<file path="src/rtl/c16f_pkg.sv">
// ----------------------------------------------------------------------------
// c16f_pkg - shared types and functions of the CRC-16 packet framer
// Holds the input transaction layout, frame constants and the CRC byte update.
// ----------------------------------------------------------------------------
`default_nettype none

package c16f_pkg;

   localparam int unsigned IDX_W = 4;    // byte position within one item's burst

   localparam logic [7:0]  MARK_A      = 8'hA5;
   localparam logic [7:0]  MARK_B      = 8'h5A;
   localparam logic [15:0] CRC_INIT    = 16'hFFFF;
   localparam logic [15:0] CRC_POLY    = 16'h1021;
   localparam logic [7:0]  MEAS_LENGTH = 8'd4;

   // action codes
   localparam logic [1:0] ACT_BEGIN   = 2'd0;
   localparam logic [1:0] ACT_PAYLOAD = 2'd1;
   localparam logic [1:0] ACT_MEAS    = 2'd2;

   // status codes
   localparam logic [1:0] ST_OK     = 2'd0;
   localparam logic [1:0] ST_REJECT = 2'd1;
   localparam logic [1:0] ST_ORDER  = 2'd2;

   typedef struct packed {
      logic [1:0]         action;
      logic [7:0]         packet_type;
      logic [7:0]         payload_length;
      logic [7:0]         data_byte;
      logic signed [16:0] bearing_hundredths;
      logic signed [17:0] strength_value;
   } item_type;

   typedef struct packed {
      logic [7:0] tx_byte;
      logic       frame_end;
      logic [1:0] status;
   } result_type;

   // CRC-16/CCITT-FALSE, one byte, msb first
   function automatic logic [15:0] crc_byte(input logic [15:0] crc, input logic [7:0] b);
      logic [15:0] c;
      c = crc ^ {b, 8'h00};
      for (int i = 0; i < 8; i++) begin
         if (c[15]) begin
            c = {c[14:0], 1'b0} ^ CRC_POLY;
         end else begin
            c = {c[14:0], 1'b0};
         end
      end
      return c;
   endfunction

endpackage

`default_nettype wire

</file>
<file path="src/rtl/crc16_packet_framer.sv">
// ----------------------------------------------------------------------------
// crc16_packet_framer - serial frame builder with CRC-16/CCITT-FALSE
// Turns begin, payload and measurement transactions into frame bytes.
// ----------------------------------------------------------------------------
// A frame is A5, 5A, type, length, sequence, payload, then the CRC
// (CRC-16/CCITT-FALSE over type through payload) low byte first. A begin
// transaction yields the five header bytes (seven with the CRC when its length
// is zero), a payload transaction yields its byte (three with the CRC on the
// last one), a measurement yields a whole 11-byte frame, and a rejected or
// out-of-order transaction yields one byte with tlast set and a status code.
// The result port moves one byte per cycle while rsp_tready is high, and a
// transaction has from 1 to 11 result bytes; the sequencer emits one byte a
// cycle and updates the CRC by one byte a cycle whenever it is not stalled.
// Payload bytes stream one in, one out at full rate when not stalled. A new
// transaction is taken in the cycle the previous one moves its last byte into
// the result register. In any cycle where the result register holds a byte and
// rsp_tready is low, the sequencer stalls and holds req_tready low while it
// holds a transaction. Write the configuration registers only while idle.
// ----------------------------------------------------------------------------
`default_nettype none

module crc16_packet_framer
   import c16f_pkg::*;
#(
   parameter int unsigned MAX_PAYLOAD = 64
) (
   input  wire logic        clock,
   input  wire logic        reset,
   // request stream
   input  wire logic        req_tvalid,
   output logic             req_tready,
   // [7:0] packet_type, [15:8] payload_length, [23:16] data_byte,
   // [40:24] bearing_hundredths, [58:41] strength_value, [63:59] zero
   input  wire logic [63:0] req_tdata,
   // [1:0] action
   input  wire logic [1:0]  req_tuser,
   // response stream
   output logic             rsp_tvalid,
   input  wire logic        rsp_tready,
   // [7:0] tx_byte
   output logic [7:0]       rsp_tdata,
   output logic             rsp_tlast,      // frame_end
   // [1:0] status
   output logic [1:0]       rsp_tuser,
   // configuration
   input  wire logic        csr_wr_en,
   input  wire logic        csr_index,
   input  wire logic [7:0]  csr_wdata
);

   localparam logic CSR_DEBUG_MODE = 1'b0;
   localparam logic CSR_MEAS_TYPE  = 1'b1;

   logic       debug_mode_ff;
   logic [7:0] meas_type_ff;
   logic       rsp_valid_ff, rsp_valid_in;
   result_type rsp_ff;

   item_type   req_item;
   logic       seq_out_ready, seq_out_valid;
   result_type seq_result;

   // unpack the request transaction
   assign req_item = '{
      action:             req_tuser,
      packet_type:        req_tdata[7:0],
      payload_length:     req_tdata[15:8],
      data_byte:          req_tdata[23:16],
      bearing_hundredths: req_tdata[40:24],
      strength_value:     req_tdata[58:41]
   };

   // configuration registers
   always_ff @(posedge clock) begin
      if (reset) begin
         debug_mode_ff <= 1'b0;
         meas_type_ff  <= 8'd1;
      end else if (csr_wr_en) begin
         unique case (csr_index)
            CSR_DEBUG_MODE: debug_mode_ff <= csr_wdata[0];
            CSR_MEAS_TYPE:  meas_type_ff  <= csr_wdata;
            default:        debug_mode_ff <= debug_mode_ff;
         endcase
      end
   end

   // advance the sequencer whenever the result register is free or draining
   assign seq_out_ready = !rsp_valid_ff || rsp_tready;

   c16f_seq #(
      .MAX_PAYLOAD (MAX_PAYLOAD)
   ) u_seq (
      .clock            (clock),
      .reset            (reset),
      .item_valid       (req_tvalid),
      .item_ready       (req_tready),
      .item             (req_item),
      .debug_mode       (debug_mode_ff),
      .measurement_type (meas_type_ff),
      .out_ready        (seq_out_ready),
      .out_valid        (seq_out_valid),
      .out_result       (seq_result)
   );

   // result register: load on a new byte, drop once taken
   always_comb begin
      rsp_valid_in = rsp_valid_ff;
      if (seq_out_ready) begin
         rsp_valid_in = seq_out_valid;
      end
   end

   always_ff @(posedge clock) begin
      if (reset) begin
         rsp_valid_ff <= 1'b0;
      end else begin
         rsp_valid_ff <= rsp_valid_in;
      end
   end

   always_ff @(posedge clock) begin
      if (seq_out_valid) begin
         rsp_ff <= seq_result;
      end
   end

   assign rsp_tvalid = rsp_valid_ff;
   assign rsp_tdata  = rsp_ff.tx_byte;
   assign rsp_tlast  = rsp_ff.frame_end;
   assign rsp_tuser  = rsp_ff.status;

endmodule

`default_nettype wire

</file>
<file path="src/rtl/c16f_seq.sv">
// ----------------------------------------------------------------------------
// c16f_seq - frame byte sequencer
// Holds the current transaction and emits its result bytes one per cycle while
// out_ready is high; keeps sequence number, running CRC, open-packet state.
// ----------------------------------------------------------------------------
`default_nettype none

module c16f_seq
   import c16f_pkg::*;
#(
   parameter int unsigned MAX_PAYLOAD = 64
) (
   input  wire logic       clock,
   input  wire logic       reset,
   input  wire logic       item_valid,
   output logic            item_ready,
   input  wire item_type   item,
   input  wire logic       debug_mode,
   input  wire logic [7:0] measurement_type,
   input  wire logic       out_ready,
   output logic            out_valid,
   output result_type      out_result
);

   localparam logic [2:0] K_ORDER    = 3'd0;
   localparam logic [2:0] K_REJECT   = 3'd1;
   localparam logic [2:0] K_BEGIN    = 3'd2;
   localparam logic [2:0] K_BEGIN0   = 3'd3;
   localparam logic [2:0] K_PAY      = 3'd4;
   localparam logic [2:0] K_PAY_LAST = 3'd5;
   localparam logic [2:0] K_MEAS     = 3'd6;

   logic             cur_valid_ff, cur_valid_in;
   item_type         cur_ff;
   logic [IDX_W-1:0] idx_ff, idx_in;
   logic [2:0]       kind_ff;
   logic [7:0]       seq_ff, seq_in;
   logic [15:0]      crc_ff, crc_in;
   logic [7:0]       remain_ff, remain_in;
   logic             open_ff, open_in;

   logic       fire, load, last, covered, trail_hi, open_set;
   logic [2:0] kind_new, kind;
   logic [7:0] tx_byte;
   logic       frame_end;
   logic [1:0] status;
   logic [15:0] bw, sw;

   // clamp the measurement values
   always_comb begin
      if (cur_ff.bearing_hundredths < -17'sd18000) begin
         bw = 16'(-17'sd18000);
      end else if (cur_ff.bearing_hundredths > 17'sd18000) begin
         bw = 16'd18000;
      end else begin
         bw = cur_ff.bearing_hundredths[15:0];
      end
      if (cur_ff.strength_value[17]) begin
         sw = 16'd0;
      end else if (cur_ff.strength_value[16]) begin
         sw = 16'hFFFF;
      end else begin
         sw = cur_ff.strength_value[15:0];
      end
   end

   // classify at the first byte; later bytes follow the latched kind
   always_comb begin
      unique case (cur_ff.action)
         ACT_BEGIN: begin
            if (open_ff) begin
               kind_new = K_ORDER;
            end else if (debug_mode || (cur_ff.payload_length > 8'(MAX_PAYLOAD))) begin
               kind_new = K_REJECT;
            end else if (cur_ff.payload_length == 8'd0) begin
               kind_new = K_BEGIN0;
            end else begin
               kind_new = K_BEGIN;
            end
         end
         ACT_PAYLOAD: begin
            if (!open_ff) begin
               kind_new = K_ORDER;
            end else if (remain_ff == 8'd1) begin
               kind_new = K_PAY_LAST;
            end else begin
               kind_new = K_PAY;
            end
         end
         ACT_MEAS: begin
            if (open_ff) begin
               kind_new = K_ORDER;
            end else if (debug_mode) begin
               kind_new = K_REJECT;
            end else begin
               kind_new = K_MEAS;
            end
         end
         default: kind_new = K_ORDER;
      endcase
      kind = (idx_ff == '0) ? kind_new : kind_ff;
   end

   // byte select
   always_comb begin
      tx_byte   = 8'h00;
      frame_end = 1'b0;
      status    = ST_OK;
      covered   = 1'b0;
      trail_hi  = 1'b0;
      open_set  = 1'b0;
      last      = 1'b0;
      unique case (kind) inside
         K_ORDER, K_REJECT: begin
            frame_end = 1'b1;
            status    = (kind == K_ORDER) ? ST_ORDER : ST_REJECT;
            last      = 1'b1;
         end
         K_PAY, K_PAY_LAST: begin
            unique case (idx_ff)
               4'd0: begin
                  tx_byte = cur_ff.data_byte;
                  covered = 1'b1;
                  last    = (kind == K_PAY);
               end
               4'd1: tx_byte = crc_ff[7:0];
               default: begin
                  tx_byte   = crc_ff[15:8];
                  frame_end = 1'b1;
                  trail_hi  = 1'b1;
                  last      = 1'b1;
               end
            endcase
         end
         default: begin
            unique case (idx_ff)
               4'd0: tx_byte = MARK_A;
               4'd1: tx_byte = MARK_B;
               4'd2: begin
                  tx_byte = (kind == K_MEAS) ? measurement_type : cur_ff.packet_type;
                  covered = 1'b1;
               end
               4'd3: begin
                  tx_byte = (kind == K_MEAS) ? MEAS_LENGTH : cur_ff.payload_length;
                  covered = 1'b1;
               end
               4'd4: begin
                  tx_byte  = seq_ff;
                  covered  = 1'b1;
                  open_set = (kind == K_BEGIN);
                  last     = (kind == K_BEGIN);
               end
               4'd5: begin
                  tx_byte = (kind == K_MEAS) ? bw[7:0] : crc_ff[7:0];
                  covered = (kind == K_MEAS);
               end
               4'd6: begin
                  if (kind == K_MEAS) begin
                     tx_byte = bw[15:8];
                     covered = 1'b1;
                  end else begin
                     tx_byte   = crc_ff[15:8];
                     frame_end = 1'b1;
                     trail_hi  = 1'b1;
                     last      = 1'b1;
                  end
               end
               4'd7: begin
                  tx_byte = sw[7:0];
                  covered = 1'b1;
               end
               4'd8: begin
                  tx_byte = sw[15:8];
                  covered = 1'b1;
               end
               4'd9: tx_byte = crc_ff[7:0];
               default: begin
                  tx_byte   = crc_ff[15:8];
                  frame_end = 1'b1;
                  trail_hi  = 1'b1;
                  last      = 1'b1;
               end
            endcase
         end
      endcase
   end

   assign fire       = cur_valid_ff && out_ready;
   assign item_ready = !cur_valid_ff || (fire && last);
   assign load       = item_valid && item_ready;
   assign out_valid  = fire;
   assign out_result = '{tx_byte: tx_byte, frame_end: frame_end, status: status};

   // next state of the frame
   always_comb begin
      cur_valid_in = cur_valid_ff;
      idx_in       = idx_ff;
      seq_in       = seq_ff;
      crc_in       = crc_ff;
      remain_in    = remain_ff;
      open_in      = open_ff;
      if (fire) begin
         idx_in = last ? '0 : idx_ff + 1'b1;
         if (last) begin
            cur_valid_in = 1'b0;
         end
         if (idx_ff == '0 && (kind == K_BEGIN || kind == K_BEGIN0 || kind == K_MEAS)) begin
            crc_in = CRC_INIT;
         end
         if (covered) begin
            crc_in = crc_byte(crc_ff, tx_byte);
         end
         if (idx_ff == '0 && (kind == K_PAY || kind == K_PAY_LAST)) begin
            remain_in = remain_ff - 8'd1;
         end
         if (open_set) begin
            open_in   = 1'b1;
            remain_in = cur_ff.payload_length;
         end
         if (trail_hi) begin
            seq_in    = seq_ff + 8'd1;
            crc_in    = CRC_INIT;
            remain_in = 8'd0;
            open_in   = 1'b0;
         end
      end
      if (load) begin
         cur_valid_in = 1'b1;
      end
   end

   always_ff @(posedge clock) begin
      if (reset) begin
         cur_valid_ff <= 1'b0;
         idx_ff       <= '0;
         seq_ff       <= 8'd0;
         crc_ff       <= CRC_INIT;
         remain_ff    <= 8'd0;
         open_ff      <= 1'b0;
      end else begin
         cur_valid_ff <= cur_valid_in;
         idx_ff       <= idx_in;
         seq_ff       <= seq_in;
         crc_ff       <= crc_in;
         remain_ff    <= remain_in;
         open_ff      <= open_in;
      end
   end

   always_ff @(posedge clock) begin
      if (load) begin
         cur_ff <= item;
      end
      if (fire && idx_ff == '0) begin
         kind_ff <= kind;
      end
   end

endmodule

`default_nettype wire

</file>
<file path="config.mk">
export PLATFORM = sky130hd
export DESIGN_NAME = crc16_packet_framer
export DESIGN_NICKNAME = d
export VERILOG_FILES = /design/src/rtl/c16f_pkg.sv /design/src/rtl/crc16_packet_framer.sv /design/src/rtl/c16f_seq.sv
export SDC_FILE = /design/constraint.sdc
export NUM_CORES = 1
export LEC_CHECK = 0
export BUFFER_PORTS_ARGS = -buffer_cell sky130_fd_sc_hd__buf_2
export CAP_MARGIN = 20
export CORE_AREA = 2 2 126 141
export DETAILED_ROUTE_END_ITERATION = 8
export DIE_AREA = 0 0 128 143
export PLACE_DENSITY = 0.64
export SYNTH_ARGS = -nofsm -noshare
export SYNTH_HDL_FRONTEND = slang
export SYNTH_HIERARCHICAL = 1
export SYNTH_SLANG_ARGS = --single-unit
</file>
<file path="constraint.sdc">
create_clock -name clock -period 11.7 [get_ports clock]
set_input_delay 1.755 -clock clock [delete_from_list [all_inputs] [get_ports clock]]
set_output_delay 1.755 -clock clock [all_outputs]
set_load 0.05 [all_outputs]
</file>
==> impl_metrics.tcl, run 1 <==
set metrics [dict create \
    vias 5706 \
    areaGrowthSynthToFinish_pct 17.1 \
    end_kind "output port" \
    dieArea_sq_um 18300 \
    relSlewSlack 0.350 \
    drc 0 \
    io_pins 93 \
    cts_sinks 123 \
    dr.first_iter.drc_count 500 \
    clock_skew_ps 11.9 \
    drv_cap 0 \
    final_antenna_net_count 0 \
    clk_pin_slew_ps 60 \
    first_global_vias 5396 \
    max_freq_mhz 156 \
    clk_root_buffer_cell "clkbuf_16" \
    wire_per_inst_microns 20.0 \
    ys.flop_type "edfxtp_1" \
    period_needed_ps 6390 \
    dp_hpwl_mm 14.3 \
    synth_area_sq_um 6650 \
    power_density_nw_per_um2 151 \
    ys_warn_count 6 \
    period_share 0.546 \
    track_usage 0.216 \
    cp_max_fo 29 \
    critical_path_class "reg2out" \
    synth-simple-area-share 0.179 \
    synth_fa_ha_area_frac 0.0147 \
    overflow 0 \
    ys_ff_latch 123 \
    start_util 0.396 \
    cts_inserted_buffers 17 \
    muxShareOfSynthArea 0.0124 \
    drv_slew 0 \
    place_ws_ps 5820 \
    synthTopCellsByCount "75 x edfxtp_1, 56 x nor2_1, 48 x dfxtp_1" \
    synth_top_family_by_area "compound AO/OA/AOI/OAI gates" \
    nets 834 \
    synth_compound_area_frac 0.235 \
    drive_above_1_share 0.191 \
    required_ps 9950 \
    cts_tree "built" \
    grt_pass1_wl_mm 30.0 \
    antenna_found_initial 0 \
    postCtsHoldBufs 0 \
    setup_viol 0 \
    status "finished clean" \
    finalSetupTns_ps 0 \
    grt_max_degree 46 \
    first_pass_iters 5 \
    rsz0062_at_grt "false" \
    postCtsSetupBuffers 0 \
    worst_slack_ps 5310 \
    die_w_microns 128 \
    synthXorXnorAreaFrac 0.0354 \
    wirelength_mm 19.3 \
    startpoint_type "flip-flop" \
    tightestPinTransition_ps 972 \
    synth.area.top_cells "edfxtp_1 34%, dfxtp_1 14%, a21oi_1 3.5%" \
    ys_async_sr_fraction 0 \
    hp-class "reg2reg" \
    viasPerCell 5.89 \
    yosysSeqAreaShare 0.484 \
    gp_congestion 0.911 \
    core_sq_um 16800 \
    leakage_nw 2.86 \
    chipHeight_microns 143 \
    synth_edf_count 75 \
    ir_drop_mv 0.107 \
    syn_inst 675 \
    cp.arrival_ps 4640 \
    synth_top_area_share 0.339 \
    htreeDepth 4 \
    clockBufferDepth 2 \
    cts-resized-gates 0 \
    hold_viol 0 \
    insertion_delay_ps 420 \
    synth_cell_type_count 85 \
    portBuffers 87 \
    finish.utilization 0.464 \
    syn_nets 762 \
    synth_top_cell_by_area "edfxtp_1" \
    synth.most_common_cell "edfxtp_1" \
    avgSynthCellArea_sq_um 9.84 \
    n_antenna_cell 0 \
    fp-row-count 50 \
]
## cell usage in the layout, fill, tap and decap left out, types with 8 or more instances in the layout
cell type / count
a22o_1: 8
clkbuf_16: 17
nand4_1: 9
nand2_1: 42
buf_4: 10
nand3_1: 20
nor2b_1: 9
and2_1: 8
dfxtp_1: 48
xnor2_1: 14
nor2_1: 56
a2bb2oi_1: 8
inv_1: 15
a22oi_1: 15
a211oi_1: 10
nand2b_1: 11
o21ai_0: 44
buf_2: 87
nor3_1: 15
edfxtp_1: 75
a21oi_1: 45
xor2_1: 11
o22ai_1: 11
## routing by layer
layer / GRT usage / vias up / share of wire
met5: 0 / - / 0
met2: 0.335 / 211 / 0.46
met1: 0.300 / 2736 / 0.46
met4: 0.0856 / 0 / 0.026
li1: - / 2726 / -
met3: 0.0386 / 33 / 0.052
## power by group
part / internal (mW) / switching, mW / total, mW
registers: 0.490 / 0.0163 / 0.506
logic: 0.0633 / 0.113 / 0.176
clock network: 0.292 / 0.199 / 0.492
total: 0.846 / 0.329 / 1.17
## metrics by stage
stage / power, mW / instance area, sq um / instances / hold WS [ps]
floorplan: 0.638 / 6650 / 675 / 458
global placement: 0.687 / 7230 / 936 / 482
detailed placement: 0.690 / 7230 / 936 / 508
CTS: 1.18 / 7780 / 968 / 516
global route: 1.22 / 7780 / 968 / 572
finish: 1.17 / 7780 / 968 / 524
## kinds of logic after synthesis
| group | count (synthesis) |
|---|---|
| AO/OA/AOI/OAI | 226 |
| AND/OR/NAND/NOR | 223 |
| flip-flops | 123 |
| buffers and inverters | 61 |
| XOR/XNOR | 26 |
| multiplexers | 8 |
| adder cells (fa/ha/maj) | 8 |
## sequential cells by signal, indices dropped and copies added, names as in the netlist
name	flops
rsp_tlast	1
u_seq/idx_ff	4
rsp_tdata	8
rsp_tuser	2
u_seq/remain_ff	8
u_seq/crc_ff	16
meas_type_ff	8
u_seq/cur_ff	61
u_seq/kind_ff	3
debug_mode_ff	1
u_seq/cur_valid_ff	1
rsp_tvalid	1
u_seq/seq_ff	8
u_seq/open_ff	1
## critical path, cell delays in order (launching register included)
cell      delay, ps
edfxtp_1        480
or4_4           580
o31a_1          270
o41a_1          370
buf_4           230
inv_2           400
nand3_1         170
nor2_1          790
or3_1           360
nand2_1         160
nand2_1         130
buf_2           270
## worst paths after layout
check,to,from,slack [ps],cells after the start
max reg2reg,u_seq/cur_ff[42],u_seq/cur_ff[43],6310,11
max,req_tready,u_seq/cur_ff[43],5310,11
min,u_seq/remain_ff[6],u_seq/remain_ff[6],520,2
min reg2reg,u_seq/remain_ff[6],u_seq/remain_ff[6],520,2
## cell type report
type,count,area (sq um)
Inverter,17,63.8
Multi-Input combinational cell,491,3180
Tap cell,208,260
Clock buffer,18,429
Clock inverter,14,124
Sequential cell,123,3210
Timing Repair Buffer,97,510
Fill cell,1598,8990
Note: power is estimated with default switching activity, not from simulation.
==> inputs of run 2 (changes only) <==
--- a/config.mk
+++ b/config.mk
@@ -5,12 +5,13 @@
 export SDC_FILE = /design/constraint.sdc
 export NUM_CORES = 1
 export LEC_CHECK = 0
+export ABC_AREA = 1
 export BUFFER_PORTS_ARGS = -buffer_cell sky130_fd_sc_hd__buf_2
 export CAP_MARGIN = 20
-export CORE_AREA = 2 2 126 141
+export CORE_AREA = 2 2 127 142
 export DETAILED_ROUTE_END_ITERATION = 8
-export DIE_AREA = 0 0 128 143
-export PLACE_DENSITY = 0.64
+export DIE_AREA = 0 0 129 144
+export PLACE_DENSITY = 0.67
 export SYNTH_ARGS = -nofsm -noshare
 export SYNTH_HDL_FRONTEND = slang
 export SYNTH_HIERARCHICAL = 1
==> constraint.sdc (replaced) <==
create_clock -name clock -period 5.15 [get_ports clock]
set_input_delay 0.7725 -clock clock [delete_from_list [all_inputs] [get_ports clock]]
set_output_delay 0.7725 -clock clock [all_outputs]
set_load 0.05 [all_outputs]
==> run 2 against run 1 <==
  * Clock skew down 4.7 ps
  * Final area up 2.9%
  * Setup slack worse by 4600 ps
  * Non-clock buffer count down 7
  * Synthesized area up 1.7%
  * Clock-buffer cell count up 4
  * Via count up 7.4%
  * Die area up 1.5%
  * Clock power up 150%
  * Global-route usage down 1.4 points
  * Flip-flop and latch count unchanged
  * Critical path type unchanged
==> impl_metrics.tcl, run 2 <==
set metrics [dict create \
    reg2reg_depth 15 \
    areaGrowthSynthToFinish_pct 18.5 \
    io_pins 93 \
    yosysSeqAreaShare 0.475 \
    met2_length_mm 8.45 \
    die_w_microns 129 \
    vias 6130 \
    synthTopCellsByCount "193 x nand2_1, 93 x nor2_1, 89 x inv_1" \
    dp.cells 1167 \
    n_antenna_cell 0 \
    period_share 0.871 \
    placed_cell_area_sq_um 7410 \
    design_area_sq_um 8010 \
    final_antenna_net_count 0 \
    end_kind "output port" \
    finalSetupTns_ps 0 \
    status "finished clean" \
    p_total_mw 3.10 \
    cts-resized-gates 0 \
    wirelength_mm 18.1 \
    hold_viol 0 \
    setup_viol 0 \
    hp-class "reg2reg" \
    startpoint_type "flip-flop" \
    track_usage 0.202 \
    synth_area_sq_um 6760 \
    power_density_nw_per_um2 388 \
    ys_warn_count 6 \
    dr.first_iter.drc_count 585 \
    syn_inst 861 \
    wl_met1_mm 7.68 \
    ys.flop_type "edfxtp_1" \
    avgSynthCellArea_sq_um 7.85 \
    overflow 0 \
    fp-row-count 51 \
    viasPerCell 5.11 \
    first_global_vias 5676 \
    cp.arrival_ps 3720 \
    hold_end "meas_type_ff[2]" \
    drv_cap 0 \
    nFillCells 1740 \
    place_ws_ps 1150 \
    nets 1035 \
    ys_async_sr_fraction 0 \
    wl_met3_mm 1.13 \
    layout_common_cells "193 x nand2_1, 93 x nor2_1, 89 x inv_1, 87 x buf_2" \
    dp_hpwl_mm 13.5 \
    first_pass_iters 6 \
    clk_root_buffer_cell "clkbuf_16" \
    clk_pin_slew_ps 50 \
    hold_start "meas_type_ff[2]" \
    wire_per_inst_microns 15.1 \
    top_layer "met4" \
    htreeDepth 4 \
    required_ps 4380 \
    cts_tree "built" \
    cts_inserted_buffers 17 \
    insertion_delay_ps 410 \
    drive_above_1_share 0.170 \
    grt_pass1_wl_mm 28.6 \
    synth_top_area_share 0.333 \
    max_freq_mhz 223 \
    synth_cell_type_count 45 \
    grt_max_degree 50 \
    core_sq_um 17300 \
    rsz0062_at_grt "false" \
    layout_commonest_cell "nand2_1" \
    r2r-end "u_seq/cur_ff[41]" \
    synth.area.top_cells "edfxtp_1 33%, dfxtp_1 14%, nand2_1 11%" \
    cts_sinks 123 \
    fin_cells 1199 \
    ys_ff_latch 123 \
    cp_max_fo 48 \
    critical_path_class "reg2out" \
    reg2reg_slack_ps 1080 \
    syn_nets 948 \
    dieArea_sq_um 18600 \
    postCtsSetupBuffers 0 \
    hold_path_depth 2 \
    reg.largest.list "u_seq/cur_ff (61), u_seq/crc_ff (16)" \
    largest_reg_flops 61 \
    drc 0 \
    period_needed_ps 4490 \
    leakage_nw 3.46 \
    postCtsHoldBufs 0 \
    largest-register "u_seq/cur_ff" \
    finish.utilization 0.463 \
    relSlewSlack 0.553 \
    synth.most_common_cell "nand2_1" \
    hold_ws_ps 482 \
    chipHeight_microns 144 \
    tightestPinTransition_ps 670 \
    synth_edf_count 75 \
    drv_slew 0 \
    worst_slack_ps 662 \
    start_util 0.391 \
    clockBufferDepth 2 \
    antenna_found_initial 0 \
    synth_top_cell_by_area "edfxtp_1" \
    portBuffers 87 \
    crit_start "u_seq/idx_ff[0]" \
    clock_skew_ps 7.16 \
    gp_congestion 0.977 \
    reg2reg_from "u_seq/idx_ff[0]" \
    ir_drop_mv 0.227 \
]
[run 2: worst max path at each step]
stage	end	depth (start not counted)	slack (ps)
CTS	req_tready	15	700
global placement	req_tready	15	1240
floorplan	u_seq/cur_ff[0]	12	1010
finish	req_tready	15	660
detailed placement	u_seq/cur_ff[41]	15	1150
global route	req_tready	15	410
[run 2: logic make-up (layout without fill, tap and decap cells)]
family / Yosys count / after routing / share of synthesized area
AOI/OAI and AO/OA: 177 / 177 / 0.149
xor gates and xnor gates: 7 / 7 / 0.00907
adders and majority gates: 7 / 7 / 0.0130
buffers and inverters: 120 / 220 / 0.0748
DFF: 123 / 123 / 0.475
and+or+nand+nor: 427 / 427 / 0.279
[run 2: worst max-delay path, cell delays in order (launching register included)]
cell	delay, ps
dfxtp_1	370
inv_1	110
ha_1	250
nand2_2	190
inv_2	170
o21ai_0	170
nand2_2	200
nand4_4	140
buf_4	430
inv_2	140
o21ai_1	190
nand2_1	140
o2111ai_1	170
nand2_1	200
nand2_1	140
buf_2	270
[run 2: area by class of cell]
| cell class | count | area [sq um] | share of cell area |
|---|---|---|---|
| multi-input combinational | 618 | 3050 | 0.381 |
| sequential | 123 | 3210 | 0.401 |
| clock buffer | 22 | 444 | 0.0555 |
| tap | 238 | 298 | 0.0372 |
| timing repair buffer | 90 | 470 | 0.0588 |
| clock inverter | 10 | 154 | 0.0192 |
| inverter | 98 | 375 | 0.0469 |
[run 2: power breakdown]
group	switching (mW)	internal (mW)	total (mW)
sequential	0.0492	1.14	1.19
combinational	0.481	0.215	0.696
clock	0.414	0.804	1.22
total	0.945	2.16	3.10
[run 2: routing by layer]
metal	global-route usage	vias to the layer above
met5	0	-
li1	-	3092
met1	0.254	2758
met3	0.0470	49
met4	0.116	0
met2	0.320	231
